## config.mk

```make
export PLATFORM = sky130hd
export DESIGN_NAME = launch_split_timer
export DESIGN_NICKNAME = d
export VERILOG_FILES = /design/src/rtl/lst_pkg.sv /design/src/rtl/launch_split_timer.sv /design/src/rtl/lst_serial_div.sv /design/src/rtl/lst_regs.sv
export SDC_FILE = /design/constraint.sdc
export NUM_CORES = 2
export LEC_CHECK = 0
export BUFFER_PORTS_ARGS = -buffer_cell sky130_fd_sc_hd__buf_2
export CAP_MARGIN = 20
export CORE_MARGIN = 8
export CORE_UTILIZATION = 48
export CTS_CLUSTER_SIZE = 16
export DETAILED_ROUTE_END_ITERATION = 8
export PLACE_DENSITY = 0.69
export SLEW_MARGIN = 20
export SYNTH_ARGS = -nofsm -noshare
export SYNTH_HDL_FRONTEND = slang
export SYNTH_HIERARCHICAL = 1
export SYNTH_SLANG_ARGS = --single-unit
```

## constraint.sdc

```tcl
create_clock -name clk -period 19.8 [get_ports clk]
set_input_delay 2.97 -clock clk [delete_from_list [all_inputs] [get_ports clk]]
set_output_delay 2.97 -clock clk [all_outputs]
set_load 0.02 [all_outputs]
```

## src/rtl/lst_pkg.sv

```systemverilog
`timescale 1ns / 1ps
// ----------------------------------------------------------------------------
// lst_pkg
// Shared types and constants for the launch split timer.
// ----------------------------------------------------------------------------
package lst_pkg;

  localparam int SESSION_COUNT_DEF = 2;

  localparam int DIV_QW = 26;              // quotient bits, covers dt_max * 1000
  localparam int DIV_NW = 58;              // dividend bits
  localparam int DIV_DW = 32;              // divisor bits

  localparam logic [16:0] MPH_NUM   = 17'd100000;
  localparam logic [17:0] MPH_DEN   = 18'd160934;
  localparam logic [9:0]  US_PER_MS = 10'd1000;

  localparam logic [31:0] SHORT_RST  = 32'd131674;
  localparam logic [31:0] LONG_RST   = 32'd2896848;
  localparam logic [8:0]  TARGET_RST = 9'd100;
  localparam logic [13:0] RPM_RST    = 14'd5000;
  localparam logic [8:0]  CREEP_RST  = 9'd2;
  localparam logic [15:0] GAP_RST    = 16'd500;

  localparam int PADDR_W = 5;

  typedef enum logic [2:0] {
    REG_SHORT  = 3'd0,
    REG_LONG   = 3'd1,
    REG_TARGET = 3'd2,
    REG_RPM    = 3'd3,
    REG_CREEP  = 3'd4,
    REG_GAP    = 3'd5,
    REG_MPH    = 3'd6
  } reg_idx_t;

  typedef struct packed {
    logic [31:0] short_split_distance;
    logic [31:0] long_split_distance;
    logic [8:0]  target_speed;
    logic [13:0] launch_rpm_limit;
    logic [8:0]  creep_speed;
    logic [15:0] max_gap_ms;
    logic        use_mph;
  } cfg_t;

  typedef struct packed {
    logic        func;
    logic [8:0]  speed_kph;
    logic [13:0] engine_rpm;
    logic [31:0] time_ms;
  } sample_t;

  typedef struct packed {
    logic        session;
    logic        armed;
    logic        racing;
    logic [31:0] short_split_us;
    logic [31:0] speed_split_us;
    logic [31:0] long_split_us;
    logic [2:0]  splits_done;
    logic [8:0]  peak_speed;
    logic [8:0]  shown_speed;
    logic        run_finished;
  } result_t;

  typedef enum logic [3:0] {
    ST_IDLE,
    ST_MPH,
    ST_MPH_WAIT,
    ST_EVAL,
    ST_SCALE,
    ST_CHK,
    ST_MUL,
    ST_DIV,
    ST_DIV_WAIT,
    ST_WRITE,
    ST_FINAL,
    ST_OUT
  } state_t;

endpackage

```

## src/rtl/launch_split_timer.sv

```systemverilog
`timescale 1ns / 1ps
// ----------------------------------------------------------------------------
// launch_split_timer
// Drag-race split timer: arming, launch, trapezoid distance, split times.
// ----------------------------------------------------------------------------
// One sample word at a time goes through a sequencer around a bit-serial
// divider. Every sample first runs the km/h to mph division. Each split
// recorded by the word adds a multiply and a division, or neither when its
// fraction is zero. The next word is taken in the cycle after the result is
// loaded into the output register, which holds while the receiver stalls.
module launch_split_timer #(
  parameter int SESSION_COUNT = lst_pkg::SESSION_COUNT_DEF
) (
  input  logic                        clk,
  input  logic                        rst,
  input  logic                        sample_valid,
  output logic                        sample_ready,
  input  lst_pkg::sample_t            sample,
  output logic                        result_valid,
  input  logic                        result_ready,
  output lst_pkg::result_t            result,
  input  logic                        psel,
  input  logic                        penable,
  input  logic                        pwrite,
  input  logic [lst_pkg::PADDR_W-1:0] paddr,
  input  logic [31:0]                 pwdata,
  output logic [31:0]                 prdata,
  output logic                        pready
);
  import lst_pkg::*;

  localparam int SW = (SESSION_COUNT > 1) ? $clog2(SESSION_COUNT) : 1;

  cfg_t   cfg;
  state_t state, state_next;

  sample_t smp;
  logic [8:0]  shown;
  logic [15:0] dt;
  logic [31:0] base;
  logic [41:0] base1000;
  logic [25:0] dt1000;
  logic [31:0] prev_sum, new_sum;
  logic [2:0]  hit, zero;
  logic [1:0]  k;
  logic [57:0] prod;
  logic [25:0] frac;
  logic        good, fin;
  logic [SW-1:0] rep;

  logic          armed, racing;
  logic [31:0]   launch_time, last_time, dist_sum;
  logic [8:0]    prev_speed;
  logic [SW-1:0] sess_idx;
  logic [2:0][31:0] split_time [SESSION_COUNT];
  logic [2:0]    split_valid [SESSION_COUNT];
  logic [8:0]    peak [SESSION_COUNT];

  logic        div_start, div_busy, div_done;
  logic [DIV_NW-1:0] div_n;
  logic [DIV_DW-1:0] div_d;
  logic [DIV_QW-1:0] div_q;

  logic [31:0] dt_full, num_sel, den_sel;
  logic [25:0] step;
  logic [32:0] nsum;
  logic [42:0] t_full;
  logic        arm_now, launch_ok;

  lst_regs u_regs (
    .clk, .rst, .psel, .penable, .pwrite, .paddr, .pwdata, .prdata, .pready, .cfg
  );

  lst_serial_div u_div (
    .clk, .rst, .start(div_start), .dividend(div_n), .divisor(div_d),
    .busy(div_busy), .done(div_done), .quotient(div_q)
  );

  assign sample_ready = (state == ST_IDLE);
  assign div_start    = (state == ST_MPH) || (state == ST_DIV);

  always_comb begin
    case (k)
      2'd0:    begin num_sel = cfg.short_split_distance - prev_sum;
                     den_sel = new_sum - prev_sum; end
      2'd1:    begin num_sel = {23'd0, cfg.target_speed - prev_speed};
                     den_sel = {23'd0, smp.speed_kph - prev_speed}; end
      default: begin num_sel = cfg.long_split_distance - prev_sum;
                     den_sel = new_sum - prev_sum; end
    endcase
  end

  // divisor must hold for the whole division
  assign div_n = (state == ST_MPH) ? DIV_NW'(smp.speed_kph) * DIV_NW'(MPH_NUM) : prod;
  assign div_d = (state == ST_MPH || state == ST_MPH_WAIT) ? DIV_DW'(MPH_DEN) : den_sel;

  assign dt_full   = smp.time_ms - last_time;
  assign step      = (26'(prev_speed) + 26'(smp.speed_kph)) * 26'(dt_full[15:0]);
  assign nsum      = {1'b0, dist_sum} + 33'(step);
  assign arm_now   = armed || (smp.speed_kph == '0);
  assign launch_ok = arm_now && (smp.speed_kph != '0) &&
                     !(smp.engine_rpm > cfg.launch_rpm_limit &&
                       smp.speed_kph < cfg.creep_speed);
  assign t_full    = {1'b0, base1000} + 43'(frac);

  always_ff @(posedge clk) begin
    if (rst) state <= ST_IDLE;
    else     state <= state_next;
  end

  always_comb begin
    state_next = state;
    unique case (state)
      ST_IDLE:     if (sample_valid) state_next = ST_MPH;
      ST_MPH:      state_next = ST_MPH_WAIT;
      ST_MPH_WAIT: if (div_done) state_next = ST_EVAL;
      ST_EVAL:     state_next = ST_SCALE;
      ST_SCALE:    state_next = good ? ST_CHK : ST_FINAL;
      ST_CHK: begin
        if (k == 2'd3)     state_next = ST_FINAL;
        else if (hit[k])   state_next = zero[k] ? ST_WRITE : ST_MUL;
      end
      ST_MUL:      state_next = ST_DIV;
      ST_DIV:      state_next = ST_DIV_WAIT;
      ST_DIV_WAIT: if (div_done) state_next = ST_WRITE;
      ST_WRITE:    state_next = ST_CHK;
      ST_FINAL:    state_next = ST_OUT;
      ST_OUT:      if (!result_valid || result_ready) state_next = ST_IDLE;
      default:     state_next = ST_IDLE;
    endcase
  end

  // control state
  always_ff @(posedge clk) begin
    if (rst) begin
      armed        <= 1'b0;
      racing       <= 1'b0;
      sess_idx     <= '0;
      result_valid <= 1'b0;
      good         <= 1'b0;
      fin          <= 1'b0;
      k            <= '0;
      for (int s = 0; s < SESSION_COUNT; s++) begin
        split_valid[s] <= '0;
        peak[s]        <= '0;
      end
    end else begin
      if (state == ST_OUT && (!result_valid || result_ready)) result_valid <= 1'b1;
      else if (result_valid && result_ready)                  result_valid <= 1'b0;
      unique case (state)
        ST_EVAL: begin
          fin  <= 1'b0;
          good <= 1'b0;
          if (smp.func) begin
            for (int s = 0; s < SESSION_COUNT; s++) begin
              split_valid[s] <= '0;
              peak[s]        <= '0;
            end
            sess_idx <= '0;
            racing   <= 1'b0;
            armed    <= 1'b1;
          end else if (!racing) begin
            armed <= launch_ok ? 1'b0 : arm_now;
            if (launch_ok) begin
              racing                <= 1'b1;
              split_valid[sess_idx] <= '0;
              peak[sess_idx]        <= '0;
            end
          end else if (dt_full != '0 && dt_full <= 32'(cfg.max_gap_ms)) begin
            good <= 1'b1;
          end
        end
        ST_SCALE: k <= '0;
        ST_CHK:   if (k != 2'd3 && !hit[k]) k <= k + 1'b1;
        ST_WRITE: begin
          split_valid[sess_idx][k] <= 1'b1;
          if (k == 2'd2) fin <= 1'b1;
          k <= k + 1'b1;
        end
        ST_FINAL: begin
          if (good) begin
            if (shown > peak[sess_idx]) peak[sess_idx] <= shown;
            if (fin) begin
              racing   <= 1'b0;
              sess_idx <= (sess_idx == SW'(SESSION_COUNT - 1)) ? '0 : sess_idx + 1'b1;
            end
          end
        end
        default: ;
      endcase
    end
  end

  // datapath and run registers
  always_ff @(posedge clk) begin
    if (rst) begin
      launch_time <= '0;
      last_time   <= '0;
      dist_sum    <= '0;
      prev_speed  <= '0;
    end else begin
      unique case (state)
        ST_IDLE:     if (sample_valid) smp <= sample;
        ST_MPH_WAIT: if (div_done) shown <= cfg.use_mph ? div_q[8:0] : smp.speed_kph;
        ST_EVAL: begin
          if (smp.func) begin
            dist_sum <= '0;
          end else if (!racing) begin
            if (launch_ok) begin
              launch_time <= smp.time_ms;
              last_time   <= smp.time_ms;
              dist_sum    <= '0;
              prev_speed  <= '0;
            end
          end else if (dt_full == '0 || dt_full > 32'(cfg.max_gap_ms)) begin
            last_time <= smp.time_ms;
          end else begin
            dt       <= dt_full[15:0];
            prev_sum <= dist_sum;
            new_sum  <= nsum[32] ? '1 : nsum[31:0];
            base     <= smp.time_ms - launch_time - dt_full;
          end
        end
        ST_SCALE: begin
          base1000 <= 42'(base) * 42'(US_PER_MS);
          dt1000   <= 26'(dt) * 26'(US_PER_MS);
          if (good) dist_sum <= new_sum;
          hit[0]  <= !split_valid[sess_idx][0] && new_sum >= cfg.short_split_distance;
          hit[1]  <= !split_valid[sess_idx][1] && smp.speed_kph >= cfg.target_speed;
          hit[2]  <= !split_valid[sess_idx][2] && new_sum >= cfg.long_split_distance;
          zero[0] <= prev_sum >= cfg.short_split_distance || new_sum <= prev_sum;
          zero[1] <= !(smp.speed_kph > prev_speed && cfg.target_speed > prev_speed);
          zero[2] <= prev_sum >= cfg.long_split_distance || new_sum <= prev_sum;
        end
        ST_CHK:      frac <= '0;
        ST_MUL:      prod <= 58'(num_sel) * 58'(dt1000);
        ST_DIV_WAIT: if (div_done) frac <= div_q;
        ST_WRITE:    split_time[sess_idx][k] <= (t_full[42:32] != '0) ? '1 : t_full[31:0];
        ST_FINAL: begin
          rep <= sess_idx;
          if (good) begin
            prev_speed <= smp.speed_kph;
            last_time  <= smp.time_ms;
          end
        end
        ST_OUT: begin
          if (!result_valid || result_ready) begin
            result.session        <= sess_idx[0];
            result.armed          <= armed;
            result.racing         <= racing;
            result.short_split_us <= split_valid[rep][0] ? split_time[rep][0] : '0;
            result.speed_split_us <= split_valid[rep][1] ? split_time[rep][1] : '0;
            result.long_split_us  <= split_valid[rep][2] ? split_time[rep][2] : '0;
            result.splits_done    <= split_valid[rep];
            result.peak_speed     <= peak[rep];
            result.shown_speed    <= shown;
            result.run_finished   <= fin;
          end
        end
        default: ;
      endcase
    end
  end

`ifndef SYNTHESIS
  a_result_hold: assert property (@(posedge clk) disable iff (rst)
    result_valid && !result_ready |=> result_valid && $stable(result))
    else $error("result word changed while waiting");
  a_one_word: assert property (@(posedge clk) disable iff (rst)
    sample_valid && sample_ready |=> !sample_ready)
    else $error("second word taken while busy");
  a_div_idle: assert property (@(posedge clk) disable iff (rst)
    sample_ready |-> !div_busy)
    else $error("divider running while idle");
`endif

endmodule

```

## src/rtl/lst_serial_div.sv

```systemverilog
`timescale 1ns / 1ps
// ----------------------------------------------------------------------------
// lst_serial_div
// Bit-serial restoring divider, one quotient bit per cycle.
// Requires dividend < divisor * 2**DIV_QW.
// ----------------------------------------------------------------------------
module lst_serial_div (
  input  logic                      clk,
  input  logic                      rst,
  input  logic                      start,
  input  logic [lst_pkg::DIV_NW-1:0] dividend,
  input  logic [lst_pkg::DIV_DW-1:0] divisor,
  output logic                      busy,
  output logic                      done,
  output logic [lst_pkg::DIV_QW-1:0] quotient
);
  import lst_pkg::*;

  localparam int CW = $clog2(DIV_QW + 1);

  logic [DIV_DW-1:0] rem;
  logic [DIV_QW-1:0] dvd_sh;
  logic [CW-1:0]     cnt;
  logic [DIV_DW:0]   trial;
  logic              take;

  assign trial = {rem, dvd_sh[DIV_QW-1]};
  assign take  = trial >= {1'b0, divisor};

  always_ff @(posedge clk) begin
    if (rst) begin
      busy <= 1'b0;
      done <= 1'b0;
      cnt  <= '0;
    end else begin
      done <= !start && busy && (cnt == CW'(1));
      if (start) begin
        busy <= 1'b1;
        cnt  <= CW'(DIV_QW);
      end else if (busy) begin
        cnt <= cnt - 1'b1;
        if (cnt == CW'(1)) begin
          busy <= 1'b0;
        end
      end
    end
  end

  always_ff @(posedge clk) begin
    if (start) begin
      rem      <= dividend[DIV_NW-1:DIV_QW];
      dvd_sh   <= dividend[DIV_QW-1:0];
      quotient <= '0;
    end else if (busy) begin
      rem      <= take ? DIV_DW'(trial - {1'b0, divisor}) : trial[DIV_DW-1:0];
      dvd_sh   <= {dvd_sh[DIV_QW-2:0], 1'b0};
      quotient <= {quotient[DIV_QW-2:0], take};
    end
  end

`ifndef SYNTHESIS
  a_no_restart: assert property (@(posedge clk) disable iff (rst) start |-> !busy)
    else $error("divider restarted while busy");
  a_done_after_busy: assert property (@(posedge clk) disable iff (rst)
    done |-> $past(busy) && !busy)
    else $error("done without a running division");
  a_start_runs: assert property (@(posedge clk) disable iff (rst) start |=> busy && !done)
    else $error("divider did not start");
`endif

endmodule

```

## src/rtl/lst_regs.sv

```systemverilog
`timescale 1ns / 1ps
// ----------------------------------------------------------------------------
// lst_regs
// APB configuration register file.
// ----------------------------------------------------------------------------
module lst_regs (
  input  logic                        clk,
  input  logic                        rst,
  input  logic                        psel,
  input  logic                        penable,
  input  logic                        pwrite,
  input  logic [lst_pkg::PADDR_W-1:0] paddr,
  input  logic [31:0]                 pwdata,
  output logic [31:0]                 prdata,
  output logic                        pready,
  output lst_pkg::cfg_t               cfg
);
  import lst_pkg::*;

  logic       wr;
  logic [2:0] idx;

  assign pready = 1'b1;
  assign wr     = psel && penable && pwrite;
  assign idx    = paddr[PADDR_W-1:2];

  always_ff @(posedge clk) begin
    if (rst) begin
      cfg.short_split_distance <= SHORT_RST;
      cfg.long_split_distance  <= LONG_RST;
      cfg.target_speed         <= TARGET_RST;
      cfg.launch_rpm_limit     <= RPM_RST;
      cfg.creep_speed          <= CREEP_RST;
      cfg.max_gap_ms           <= GAP_RST;
      cfg.use_mph              <= 1'b0;
    end else if (wr) begin
      unique case (idx)
        REG_SHORT:  cfg.short_split_distance <= pwdata;
        REG_LONG:   cfg.long_split_distance  <= pwdata;
        REG_TARGET: cfg.target_speed         <= pwdata[8:0];
        REG_RPM:    cfg.launch_rpm_limit     <= pwdata[13:0];
        REG_CREEP:  cfg.creep_speed          <= pwdata[8:0];
        REG_GAP:    cfg.max_gap_ms           <= pwdata[15:0];
        REG_MPH:    cfg.use_mph              <= pwdata[0];
        default: ;
      endcase
    end
  end

  always_comb begin
    unique case (idx)
      REG_SHORT:  prdata = cfg.short_split_distance;
      REG_LONG:   prdata = cfg.long_split_distance;
      REG_TARGET: prdata = {23'd0, cfg.target_speed};
      REG_RPM:    prdata = {18'd0, cfg.launch_rpm_limit};
      REG_CREEP:  prdata = {23'd0, cfg.creep_speed};
      REG_GAP:    prdata = {16'd0, cfg.max_gap_ms};
      REG_MPH:    prdata = {31'd0, cfg.use_mph};
      default:    prdata = '0;
    endcase
  end

endmodule
```

==> results.ini <==
[status]
status=finished clean

[drt]
wl_per_cell_um=21.9
ant_nets=0
route.detailed.drc=0
firstDrtPassIters=8
postRouteWirelength_um=275000
drt_iter0_drc=5898
avgViaCountPerCell=5.69
vias=71400

[pwr]
sw_frac_of_total=0.446
power_uw=13000
p_seq_frac=0.216
p_leak_uw=0.0450
internal-power_uw=7210
power_density_mw_per_mm2=126
combPwrFrac=0.629
power_switching_uw=5790
ir_drop_mv=0.155
pwr-share-clk=0.155

[clock_tree]
cts_tree=built
clkTransAtPathRegs_ps=60
clk_latency_ps=780
cts_setup_buffers=0
ctsResizeCount=0
htree_levels=3
cts_sinks=987
clockBufferDepth=3
cts_hold_buf=0
numCtsBuffers=102
cts_root_buf=clkbuf_16

[layout]
drive_gt1_frac=0.0749
layout_common_cells=1,490 x inv_1, 991 x fa_1, 809 x ha_1
final_nets=11700
final_common_cell=inv_1
area_delta_synth_final_pct=8.16

[sta]
hold_viol_final=0
min_period_ps=11560
setup_tns_ps=0
setup_viol=0
slew_headroom=0.177
rsz0062_at_grt=false
achievable-frequency_mhz=86.5
fin_crit_sh=0.584
finalClockSkew_ps=53.1
slew_viol_final=0
worst_pin_slew_ps=1240

[die]
start_util=0.483
core_sq_mm=0.197
die-area_sq_mm=0.213
die_x_um=461
die_y_um=461
placementRows=163
pin_count=256

[worst_hold_path]
min_to=prev_sum[24]
holdPathStages=0
min_path_type=register to register
worstHoldStart=dist_sum[24]

[critical_path]
cp_slowest_cell=nand3_1
r2r_start=prev_sum[0]
critPathKind=register to register
start_kind=register
critPathMaxFanout=16
reg2reg_slack_ps=8240
critical_path.max_stage_delay_ps=650
critPathMostFrequentCell=fa_1
crit_required_ps=20440
end_kind=register
r2r_cells=35
r2r-end=prod[57]
cp.arrival_ps=12200

[synthesis]
synthDistinctLibCells=105
seq_area_frac_synth=0.284
synth_area_sq_mm=0.0951
synthFlopType=edfxtp_1
ys_async_sr_fraction=0
yosys_warnings=6
synth_edf_count=722
ys_seq_elements=987
syn_avg_cell_area_sq_um=9.76
syn_inst=9745

[placed_design]
portBuffers=252
place_congestion=0.958
hpwl_um=214000

[grt]
antenna_found_initial=9
grt_pass1_vias=73200
grt_first_pass_wirelength_um=423000
overflow=0
track_usage=0.254
grt_max_degree=131

[run]
cap_violations=0

-- power by group through the flow --
stage | clock network [uW] | registers, uW | logic (uW)
2_1_floorplan | 0 | 2800 | 6090
5_1_grt | 2130 | 2820 | 9140
6_report | 2020 | 2810 | 8170
4_1_cts | 2060 | 2800 | 8110
3_3_place_gp | 0 | 2840 | 7880
3_5_place_dp | 0 | 2850 | 8060
-- sequential cells by signal (all words and copies together), names as in the netlist, 18 cells and up, named ones only --
register / flops
base: 32
base1000: 39
dist_sum: 32
dt1000: 23
frac: 26
last_time: 32
launch_time: 32
new_sum: 32
peak: 18
prev_sum: 32
prod: 55
result: 121
smp: 56
split_time: 192
u_div/dvd_sh: 26
u_div/quotient: 26
u_div/rem: 32
u_regs/cfg: 113
-- area by class of cell --
| type | instances | area (sq um) |
|---|---|---|
| antenna | 2 | 5.00 |
| clock buffer | 131 | 2760 |
| clock inverter | 61 | 767 |
| fill | 17700 | 94200 |
| inverter | 1498 | 5620 |
| multi-input combinational | 6834 | 61100 |
| sequential | 987 | 27000 |
| tap | 2640 | 3300 |
| timing repair buffer | 389 | 2330 |
-- worst max-delay path by stage --
| stage | cells after the start | start | slack [ps] | to |
|---|---|---|---|---|
| after floorplan | 4 | rst | 7320 | result[0] |
| after global placement | 35 | prev_sum[0] | 8530 | prod[57] |
| after detailed placement | 35 | prev_sum[0] | 8400 | prod[57] |
| after CTS | 35 | prev_sum[0] | 8410 | prod[57] |
| after global routing | 35 | prev_sum[0] | 7640 | prod[57] |
| final | 35 | prev_sum[0] | 8240 | prod[57] |
-- metal layers --
layer / GRT usage / share of wire / vias up / wire length [um]
met1: 0.330 / 0.41 / 35200 / 113000
met3: 0.0691 / 0.099 / 583 / 27200
met2: 0.411 / 0.45 / 2911 / 123000
li1: - / - / 32700 / -
met5: 0.00792 / 0.00079 / - / 217
met4: 0.0892 / 0.042 / 6 / 11400
-- critical path: cells and delay by family, from the launching register on --
family                   cells  cell delay (ps)
AND/OR/NAND/NOR              5             1560
AO/OA/AOI/OAI               17             4630
buffers and inverters        3              170
adder cells (fa/ha/maj)     10             4540
flip-flops                   1              520
-- cell families after synthesis --
| group | count (synthesis) | share of synthesized area |
|---|---|---|
| other | 2 | 0.0000790 |
| multiplexers | 376 | 0.0403 |
| AO/OA/AOI/OAI | 1581 | 0.110 |
| XOR/XNOR | 316 | 0.0291 |
| adder cells (fa/ha/maj) | 1802 | 0.315 |
| buffers and inverters | 1926 | 0.0777 |
| AND/OR/NAND/NOR | 2755 | 0.144 |
| flip-flops | 987 | 0.284 |
-- synthesized netlist by cell type (223+ instances only) --
library cell | number | area (sq um)
inv_1 | 1490 | 5590
fa_1 | 991 | 19800
ha_1 | 811 | 10100
nand2_1 | 810 | 3040
edfxtp_1 | 722 | 21700
nor2_1 | 556 | 2090
a21oi_1 | 418 | 2090
and2_1 | 396 | 2480
clkbuf_1 | 343 | 1290
mux2i_1 | 321 | 3210
o21ai_0 | 296 | 1480
dfxtp_1 | 265 | 5310
nand2b_1 | 223 | 1400
-- through the flow --
stage | area [sq um] | std cells | util | hold WS (ps) | setup WS, ps
2_1_floorplan | 95100 | 9747 | - | 408 | 7320
3_3_place_gp | 99300 | 12300 | 0.504 | 416 | 8530
3_5_place_dp | 99300 | 12300 | 0.504 | 422 | 8400
4_1_cts | 103000 | 12500 | 0.522 | 437 | 8410
5_1_grt | 103000 | 12500 | 0.522 | 450 | 7640
6_report | 103000 | 12500 | 0.522 | 434 | 8240
Note: power is estimated with default switching activity, not from simulation.
